## config.mk

```make
export PLATFORM = sky130hd
export DESIGN_NAME = first_fit_block_allocator_core
export DESIGN_NICKNAME = d
export VERILOG_FILES = /design/src/ffba_pkg.sv /design/src/first_fit_block_allocator_core.sv /design/src/ffba_cmp.sv /design/src/ffba_table.sv
export SDC_FILE = /design/constraint.sdc
export NUM_CORES = 2
export LEC_CHECK = 0
export ABC_AREA = 1
export BUFFER_PORTS_ARGS = -buffer_cell sky130_fd_sc_hd__buf_2
export CAP_MARGIN = 10
export CORE_AREA = 2 2 487 489
export DETAILED_ROUTE_END_ITERATION = 12
export DIE_AREA = 0 0 489 491
export GPL_ROUTABILITY_DRIVEN = 1
export PLACE_DENSITY = 0.58
export SYNTH_ARGS = -nofsm -noshare
export SYNTH_HDL_FRONTEND = slang
export SYNTH_SLANG_ARGS = --single-unit
```

## constraint.sdc

```tcl
create_clock -name i_clk -period 5.7 [get_ports i_clk]
set_clock_uncertainty 0.15 [all_clocks]
set_input_delay 0.855 -clock i_clk [delete_from_list [all_inputs] [get_ports i_clk]]
set_output_delay 0.855 -clock i_clk [all_outputs]
set_load 0.005 [all_outputs]
```

## src/ffba_pkg.sv

```systemverilog
`timescale 1ns / 1ps

package ffba_pkg;

    localparam int FIELD_W = 16;
    localparam int STATUS_W = 3;
    localparam logic [FIELD_W-1:0] HEAP_RESET = 16'd10000;

    localparam logic KIND_ALLOC = 1'b0;
    localparam logic KIND_FREE  = 1'b1;

    typedef enum logic [STATUS_W-1:0] {
        ST_OK         = 3'd0,
        ST_ZERO_SIZE  = 3'd1,
        ST_NO_SPACE   = 3'd2,
        ST_TABLE_FULL = 3'd3,
        ST_NOT_FOUND  = 3'd4
    } t_status;

    typedef struct packed {
        logic               kind;
        logic [FIELD_W-1:0] request_size;
        logic [FIELD_W-1:0] block_address;
    } t_req;

    typedef struct packed {
        t_status            status;
        logic [FIELD_W-1:0] granted_address;
    } t_rsp;

    // Table port strobes.
    typedef struct packed {
        logic we;
        logic re;
    } t_tbl_cmd;

    typedef enum logic [3:0] {
        S_IDLE,
        S_EV,
        S_END,
        S_TAIL,
        S_UP_RD,
        S_UP_WR,
        S_INS,
        S_FEV,
        S_DN_RD,
        S_DN_WR,
        S_DONE
    } t_state;

endpackage

```

## src/first_fit_block_allocator_core.sv

```systemverilog
`timescale 1ns / 1ps

// First-fit block allocator over a heap of heap_length units from address 0.
// Request: drive i_req and raise start; the transfer happens at a clock edge
// where start is high and busy is low. kind 0 allocates request_size units,
// kind 1 frees the block whose base equals block_address.
// Result: o_done is high for exactly one cycle with o_rsp (status and, for a
// successful allocate, the granted base). The receiver cannot stall it.
// Config: i_cfg_we writes i_cfg_wdata into heap_length; write only while idle.
// Allocate scans the blocks in order (S_EV, S_END per block) and then checks
// the trailing gap (S_TAIL); on a fit it shifts the later blocks up (S_UP_RD,
// S_UP_WR) and writes the new entry (S_INS). Free scans for the matching base
// (S_FEV) and shifts the later blocks down (S_DN_RD, S_DN_WR). The pace is set by
// the table's one read and one write port and the one shared adder/compare unit.
// busy is high from the transfer through the o_done cycle; one item at a time.
// Reset empties the table (count to zero) and sets heap_length to 10000;
// no clearing pass is needed.
module first_fit_block_allocator_core #(
    parameter int MAX_BLOCKS = 64,
    parameter int ADDR_BITS  = 16
) (
    input  logic                                i_clk,
    input  logic                                i_rst_n,
    input  logic                                start,
    output logic                                busy,
    input  ffba_pkg::t_req                      i_req,
    output logic                                o_done,
    output ffba_pkg::t_rsp                      o_rsp,
    input  logic                                i_cfg_we,
    input  logic [ffba_pkg::FIELD_W-1:0]        i_cfg_wdata
);

    localparam int FW   = ffba_pkg::FIELD_W;
    localparam int IW   = $clog2(MAX_BLOCKS);
    localparam int CNTW = $clog2(MAX_BLOCKS + 1);
    localparam int CW   = ((ADDR_BITS > FW) ? ADDR_BITS : FW) + 2;
    localparam int DW   = 2 * ADDR_BITS;
    localparam logic [CNTW-1:0] MAXC = CNTW'(MAX_BLOCKS);
    localparam logic [CNTW-1:0] ONE  = CNTW'(1);
    localparam logic [CNTW-1:0] TWO  = CNTW'(2);

    ffba_pkg::t_state  r_state, n_state;
    logic [CNTW-1:0]   r_count;
    logic [CNTW-1:0]   r_idx;
    logic [CNTW-1:0]   r_sidx;
    logic [FW-1:0]     r_heap;
    logic [FW-1:0]     r_size;
    logic [FW-1:0]     r_addr;
    logic [CW-1:0]     r_prev_end;
    ffba_pkg::t_status r_status;
    logic [FW-1:0]     r_grant;

    ffba_pkg::t_tbl_cmd tbl_cmd;
    logic [IW-1:0]      tbl_waddr;
    logic [IW-1:0]      tbl_raddr;
    logic [DW-1:0]      tbl_wdata;
    logic [DW-1:0]      tbl_rdata;

    logic [CW-1:0] u_a, u_b, u_c, u_sum;
    logic          u_fits, u_match;

    logic [CW-1:0]   base_ext, len_ext, size_ext, addr_ext, heap_ext;
    logic [CNTW-1:0] idx_inc, sidx_inc, sidx_dec;
    logic            accept;

    assign base_ext = CW'(tbl_rdata[DW-1:ADDR_BITS]);
    assign len_ext  = CW'(tbl_rdata[ADDR_BITS-1:0]);
    assign size_ext = CW'(r_size);
    assign addr_ext = CW'(r_addr);
    assign heap_ext = CW'(r_heap);
    assign idx_inc  = r_idx + ONE;
    assign sidx_inc = r_sidx + ONE;
    assign sidx_dec = r_sidx - ONE;
    assign accept   = start && (r_state == ffba_pkg::S_IDLE);

    ffba_table #(
        .DEPTH (MAX_BLOCKS),
        .DW    (DW)
    ) u_table (
        .i_clk   (i_clk),
        .i_cmd   (tbl_cmd),
        .i_waddr (tbl_waddr),
        .i_wdata (tbl_wdata),
        .i_raddr (tbl_raddr),
        .o_rdata (tbl_rdata)
    );

    ffba_cmp #(
        .W (CW)
    ) u_cmp (
        .i_a     (u_a),
        .i_b     (u_b),
        .i_c     (u_c),
        .o_sum   (u_sum),
        .o_fits  (u_fits),
        .o_match (u_match)
    );

    // Next state.
    always_comb begin
        n_state = r_state;
        case (r_state)
            ffba_pkg::S_IDLE: begin
                if (start) begin
                    if (i_req.kind == ffba_pkg::KIND_ALLOC) begin
                        if (i_req.request_size == '0 || r_count == MAXC) begin
                            n_state = ffba_pkg::S_DONE;
                        end else if (r_count == '0) begin
                            n_state = ffba_pkg::S_TAIL;
                        end else begin
                            n_state = ffba_pkg::S_EV;
                        end
                    end else begin
                        n_state = (r_count == '0) ? ffba_pkg::S_DONE : ffba_pkg::S_FEV;
                    end
                end
            end
            ffba_pkg::S_EV:    n_state = u_fits ? ffba_pkg::S_UP_RD : ffba_pkg::S_END;
            ffba_pkg::S_END:   n_state = (idx_inc == r_count) ? ffba_pkg::S_TAIL : ffba_pkg::S_EV;
            ffba_pkg::S_TAIL:  n_state = u_fits ? ffba_pkg::S_INS : ffba_pkg::S_DONE;
            ffba_pkg::S_UP_RD: n_state = ffba_pkg::S_UP_WR;
            ffba_pkg::S_UP_WR: n_state = (sidx_dec == r_idx) ? ffba_pkg::S_INS : ffba_pkg::S_UP_RD;
            ffba_pkg::S_INS:   n_state = ffba_pkg::S_DONE;
            ffba_pkg::S_FEV: begin
                if (idx_inc == r_count) begin
                    n_state = ffba_pkg::S_DONE;
                end else if (u_match) begin
                    n_state = ffba_pkg::S_DN_RD;
                end
            end
            ffba_pkg::S_DN_RD: n_state = ffba_pkg::S_DN_WR;
            ffba_pkg::S_DN_WR: begin
                n_state = ((r_sidx + TWO) == r_count) ? ffba_pkg::S_DONE : ffba_pkg::S_DN_RD;
            end
            ffba_pkg::S_DONE:  n_state = ffba_pkg::S_IDLE;
            default:           n_state = ffba_pkg::S_IDLE;
        endcase
    end

    // Table port and shared unit operands.
    always_comb begin
        tbl_cmd   = '0;
        tbl_waddr = '0;
        tbl_raddr = '0;
        tbl_wdata = '0;
        u_a       = '0;
        u_b       = '0;
        u_c       = '0;
        case (r_state)
            ffba_pkg::S_IDLE: begin
                // Keep entry 0 on the read port for the first compare.
                tbl_cmd.re = 1'b1;
            end
            ffba_pkg::S_EV: begin
                u_a = r_prev_end;
                u_b = size_ext;
                u_c = base_ext;
            end
            ffba_pkg::S_END: begin
                u_a        = base_ext;
                u_b        = len_ext;
                tbl_cmd.re = 1'b1;
                tbl_raddr  = idx_inc[IW-1:0];
            end
            ffba_pkg::S_TAIL: begin
                u_a = r_prev_end;
                u_b = size_ext;
                u_c = heap_ext;
            end
            ffba_pkg::S_UP_RD: begin
                tbl_cmd.re = 1'b1;
                tbl_raddr  = sidx_dec[IW-1:0];
            end
            ffba_pkg::S_UP_WR: begin
                tbl_cmd.we = 1'b1;
                tbl_waddr  = r_sidx[IW-1:0];
                tbl_wdata  = tbl_rdata;
            end
            ffba_pkg::S_INS: begin
                tbl_cmd.we = 1'b1;
                tbl_waddr  = r_idx[IW-1:0];
                tbl_wdata  = {r_prev_end[ADDR_BITS-1:0], size_ext[ADDR_BITS-1:0]};
            end
            ffba_pkg::S_FEV: begin
                u_a        = base_ext;
                u_c        = addr_ext;
                tbl_cmd.re = !u_match && (idx_inc != r_count);
                tbl_raddr  = idx_inc[IW-1:0];
            end
            ffba_pkg::S_DN_RD: begin
                tbl_cmd.re = 1'b1;
                tbl_raddr  = sidx_inc[IW-1:0];
            end
            ffba_pkg::S_DN_WR: begin
                tbl_cmd.we = 1'b1;
                tbl_waddr  = r_sidx[IW-1:0];
                tbl_wdata  = tbl_rdata;
            end
            default: begin
                tbl_cmd = '0;
            end
        endcase
    end

    // Control state.
    always_ff @(posedge i_clk) begin
        if (!i_rst_n) begin
            r_state <= ffba_pkg::S_IDLE;
            r_count <= '0;
            r_heap  <= ffba_pkg::HEAP_RESET;
        end else begin
            r_state <= n_state;
            if (i_cfg_we) begin
                r_heap <= i_cfg_wdata;
            end
            if (r_state == ffba_pkg::S_INS) begin
                r_count <= r_count + ONE;
            end else if ((r_state == ffba_pkg::S_FEV && u_match)
                         && idx_inc == r_count) begin
                r_count <= r_count - ONE;
            end else if (r_state == ffba_pkg::S_DN_WR && (r_sidx + TWO) == r_count) begin
                r_count <= r_count - ONE;
            end
        end
    end

    // Datapath.
    always_ff @(posedge i_clk) begin
        case (r_state)
            ffba_pkg::S_IDLE: begin
                r_size     <= i_req.request_size;
                r_addr     <= i_req.block_address;
                r_idx      <= '0;
                r_prev_end <= '0;
                r_grant    <= '0;
                if (i_req.kind == ffba_pkg::KIND_ALLOC) begin
                    if (i_req.request_size == '0) begin
                        r_status <= ffba_pkg::ST_ZERO_SIZE;
                    end else if (r_count == MAXC) begin
                        r_status <= ffba_pkg::ST_TABLE_FULL;
                    end else begin
                        r_status <= ffba_pkg::ST_NO_SPACE;
                    end
                end else begin
                    r_status <= ffba_pkg::ST_NOT_FOUND;
                end
            end
            ffba_pkg::S_EV: begin
                r_sidx <= r_count;
            end
            ffba_pkg::S_END: begin
                r_prev_end <= u_sum;
                r_idx      <= idx_inc;
            end
            ffba_pkg::S_TAIL: begin
                r_idx <= r_count;
            end
            ffba_pkg::S_UP_WR: begin
                r_sidx <= sidx_dec;
            end
            ffba_pkg::S_INS: begin
                r_status <= ffba_pkg::ST_OK;
                r_grant  <= r_prev_end[FW-1:0];
            end
            ffba_pkg::S_FEV: begin
                r_sidx <= r_idx;
                if (u_match) begin
                    r_status <= ffba_pkg::ST_OK;
                end else begin
                    r_idx <= idx_inc;
                end
            end
            ffba_pkg::S_DN_WR: begin
                r_sidx <= sidx_inc;
            end
            default: begin
                r_sidx <= r_sidx;
            end
        endcase
    end

    assign busy                  = (r_state != ffba_pkg::S_IDLE);
    assign o_done                = (r_state == ffba_pkg::S_DONE);
    assign o_rsp.status          = r_status;
    assign o_rsp.granted_address = r_grant;

    a_count_bound: assert property (@(posedge i_clk) disable iff (!i_rst_n)
        r_count <= MAXC)
        else $error("block count above table depth");

    a_accept_busy: assert property (@(posedge i_clk) disable iff (!i_rst_n)
        accept |=> busy)
        else $error("busy not raised after request transfer");

    a_done_idle: assert property (@(posedge i_clk) disable iff (!i_rst_n)
        o_done |=> !busy)
        else $error("busy held after result");

    a_count_on_done: assert property (@(posedge i_clk) disable iff (!i_rst_n)
        !$stable(r_count) |-> o_done)
        else $error("block count changed outside a result");

    a_no_write_idle: assert property (@(posedge i_clk) disable iff (!i_rst_n)
        (r_state == ffba_pkg::S_IDLE) |-> !tbl_cmd.we)
        else $error("table written while idle");

endmodule

```

## src/ffba_cmp.sv

```systemverilog
`timescale 1ns / 1ps

// Shared adder with compare: sum = a + b, fits = (a + b <= c), match = (a + b == c).
module ffba_cmp #(
    parameter int W = 18
) (
    input  logic [W-1:0] i_a,
    input  logic [W-1:0] i_b,
    input  logic [W-1:0] i_c,
    output logic [W-1:0] o_sum,
    output logic         o_fits,
    output logic         o_match
);

    assign o_sum   = i_a + i_b;
    assign o_fits  = (o_sum <= i_c);
    assign o_match = (o_sum == i_c);

endmodule

```

## src/ffba_table.sv

```systemverilog
`timescale 1ns / 1ps

// Block table: one write port, one read port with registered read data.
module ffba_table #(
    parameter int DEPTH = 64,
    parameter int DW    = 32
) (
    input  logic                     i_clk,
    input  ffba_pkg::t_tbl_cmd       i_cmd,
    input  logic [$clog2(DEPTH)-1:0] i_waddr,
    input  logic [DW-1:0]            i_wdata,
    input  logic [$clog2(DEPTH)-1:0] i_raddr,
    output logic [DW-1:0]            o_rdata
);

    logic [DW-1:0] r_mem [DEPTH];
    logic [DW-1:0] r_rdata;

    always_ff @(posedge i_clk) begin
        if (i_cmd.we) begin
            r_mem[i_waddr] <= i_wdata;
        end
    end

    // Hold read data until the next read.
    always_ff @(posedge i_clk) begin
        if (i_cmd.re) begin
            r_rdata <= r_mem[i_raddr];
        end
    end

    assign o_rdata = r_rdata;

endmodule

```

==> run metrics <==
Setup Viol. Count Final 0; clock root cell clkbuf_16; CTS tree built; pin count of the biggest net entering global routing 187; Max VDD drop 0.000470 V; fill count 21000; Worst-Skew Late Latency 0.89 ns; Port Buffers 73; die area 240000 um^2; Die W 489 um; Crit path arrival time 5.68 ns; HP Class input pin to register; clock buffer depth 3; wirelength, routed 266000 um; via count 60700; PwrDens 531 nW/um^2; commonest non-fill, non-tap cell in the layout edfxtp_1; leakage 0.0384 uW; Startpoint Class register; HPWL after detailed placement 148000 um; Async SR Flop Fraction 0%; routed len/inst 23.4 um; Final Net Count 8153; mapped cell area 93300 um^2; gr ovfl total 0; RSZ-0062 raised after global routing false; cell count after placement 10900; tightest slew margin relative to the limit 13.3%; wire length of the first global-routing pass 388000 um; CORE AREA 235000 um^2; sequential element share of the synthesized area 70.2%; H-tree levels 4; required time of the critical path 6.15 ns; EDFF count, synth 2163; final core utilization 45.0%; area grow syn2layout 13.1%; worst slew pin tran 1.30 ns; fin cells 11400; Hold Worst Slack 0.0740 ns; DRT antenna net count 0; syn nets 8103; PnR worst setup slack 0.466 ns; YS warnings 0; Seq cells post-synth 2190; Final Hold Fails 0; site row count 178; register area 65500 um^2; Vias/cell 5.34; period utilisation layout 91.8%; number of global-route vias before repair 57300; CP Class register to register; crit path capture type register; Setup TNS 0 ns; Total Routing Usage GR 21.8%; status finished, final reports clean; FF-to-FF setup slack 0.47 ns; combined area of the multi-input logic cells 22500 um^2; Max Fanout on Critical Path 32; Starting Density 39.8%; fraction of layout cells with a size suffix above 1 8.45%; 1st-pass router iterations 6; Die Y 491 um; Ports 74; gate count of the mapped netlist 8005; Top FF cell, synth edfxtp_1; DR iter-0 viols 6620; syn_area_per_cell 11.7 um^2; MaxCap Viol Count 0; fin crit period 5.23 ns; initial antenna violation count 9; clock sinks 2190; Placer Congestion 0.904; CTS Buf Count 222; Post-Place Worst Slack 0.398 ns; most frequent cells in the layout 2163 x edfxtp_1, 1789 x nand2_1, 1088 x nand3_1; DR DRC count 0; Netlist cell types 44; Clk pin slew, worst setup/hold paths 0.06 ns; max-slew violations 0; Fmax achieved 191 MHz
[Yosys cell counts, types with 2 or more instances]
| master | number | area [um^2] |
|---|---|---|
| a21o_1 | 2 | 15.0 |
| a21oi_1 | 34 | 170 |
| a221oi_1 | 15 | 131 |
| a31o_2 | 3 | 26.3 |
| a31oi_1 | 4 | 25.0 |
| and2_1 | 2 | 12.5 |
| and3_1 | 2 | 12.5 |
| buf_1 | 37 | 139 |
| buf_2 | 299 | 1500 |
| buf_4 | 28 | 210 |
| buf_6 | 4 | 45.0 |
| clkbuf_1 | 109 | 409 |
| clkinv_1 | 2 | 7.51 |
| dfxtp_1 | 27 | 541 |
| edfxtp_1 | 2163 | 65000 |
| fa_1 | 2 | 40.0 |
| ha_1 | 43 | 538 |
| inv_1 | 1059 | 3980 |
| inv_2 | 12 | 45.0 |
| nand2_1 | 1791 | 6720 |
| nand2_2 | 3 | 18.8 |
| nand3_1 | 1092 | 5470 |
| nand3b_1 | 65 | 488 |
| nand4_1 | 11 | 68.8 |
| nor2_1 | 197 | 739 |
| nor2_2 | 3 | 18.8 |
| nor3_1 | 9 | 45.0 |
| nor4_1 | 3 | 18.8 |
| o2111ai_1 | 2 | 17.5 |
| o211ai_1 | 704 | 5290 |
| o21a_1 | 2 | 15.0 |
| o21ai_0 | 157 | 786 |
| o21bai_1 | 3 | 22.5 |
| o22ai_1 | 69 | 432 |
| o22ai_2 | 4 | 50.1 |
| xnor2_1 | 11 | 96.3 |
| xor2_1 | 25 | 219 |
[cell families after synthesis]
family	after synthesis	share of synthesized area [%]
flops	2190	70.2
compound gates	1001	7.49
fa+ha+maj	45	0.619
buf+inv	1550	6.78
xor+xnor	36	0.338
simple gates	3182	14.6
other cells	1	0.00402
[state kept, by name, indices dropped and copies added (netlist names)]
register and cells:
r_status 3, r_state 4, r_heap 16, r_idx 7
r_addr 16, u_table.o_rdata 32, r_prev_end 18, r_size 16
r_grant 16, u_table.r_mem 2048, r_count 7, r_sidx 7
[power by group]
part,internal [uW],switching [uW]
logic,5820,17100
registers,18900,244
clock network,7840,6110
[routing by layer]
| metal | share of wire [%] | vias up | wire, um | global-route usage, % |
|---|---|---|---|---|
| met2 | 46 | 2194 | 122000 | 34.2 |
| met4 | 4.0 | 0 | 10500 | 8.65 |
| li1 | - | 28200 | - | - |
| met3 | 7.0 | 383 | 18600 | 2.92 |
| met5 | 0 | - | 0 | 0 |
| met1 | 43 | 30000 | 115000 | 30.7 |
[per-stage QoR]
step / power, uW / area (um^2)
3_5_place_dp: 42200 / 98300
4_1_cts: 56100 / 106000
6_report: 56100 / 106000
2_1_floorplan: 33400 / 93300
5_1_grt: 58800 / 106000
3_3_place_gp: 42000 / 98300
[final cells by class]
type | count | share of cell area [%]
Timing Repair Buffer | 303 | 2.52
Clock buffer | 272 | 5.52
Antenna cell | 4 | 0.00948
Sequential cell | 2190 | 62.0
Clock inverter | 121 | 0.970
Multi-Input combinational cell | 4265 | 21.4
Tap cell | 3150 | 3.73
Inverter | 1073 | 3.84
[critical path: stages (launching register included)]
cell and delay, ns:
dfxtp_1 0.35, nor2_2 0.27, nand2_1 0.34, o22ai_1 0.27, ha_1 0.24, inv_1 0.08, fa_1 0.45, inv_1 0.09
nand3_1 0.07, nand2_1 0.15, nand2_1 0.07, nand2_1 0.15, inv_1 0.06, o21bai_1 0.19, a31oi_1 0.14, xor2_1 0.18
ha_1 0.29, nand2_1 0.09, nor4_1 0.26, and2_0 0.20, nand3_1 0.20, nand2_1 0.20, nand4_1 0.15, buf_4 0.30
[final timing paths]
kind / startpoint / endpoint / cells past startpoint
setup reg to reg: r_state[3] / u_table.o_rdata[17] / 23
hold reg to reg: r_heap[10] / r_heap[10] / 2
hold / removal: i_cfg_wdata[6] / r_heap[6] / 3
setup / recovery: r_state[3] / u_table.o_rdata[17] / 23
[what timing repair did]
item,4_1_cts,5_1_grt
gates resized for setup,0,3
hold buffers,32,0
setup buffers,0,0
setup endpoints to repair,0,39
hold endpoints to repair,32,0
Power figures use the tool's default switching activity.
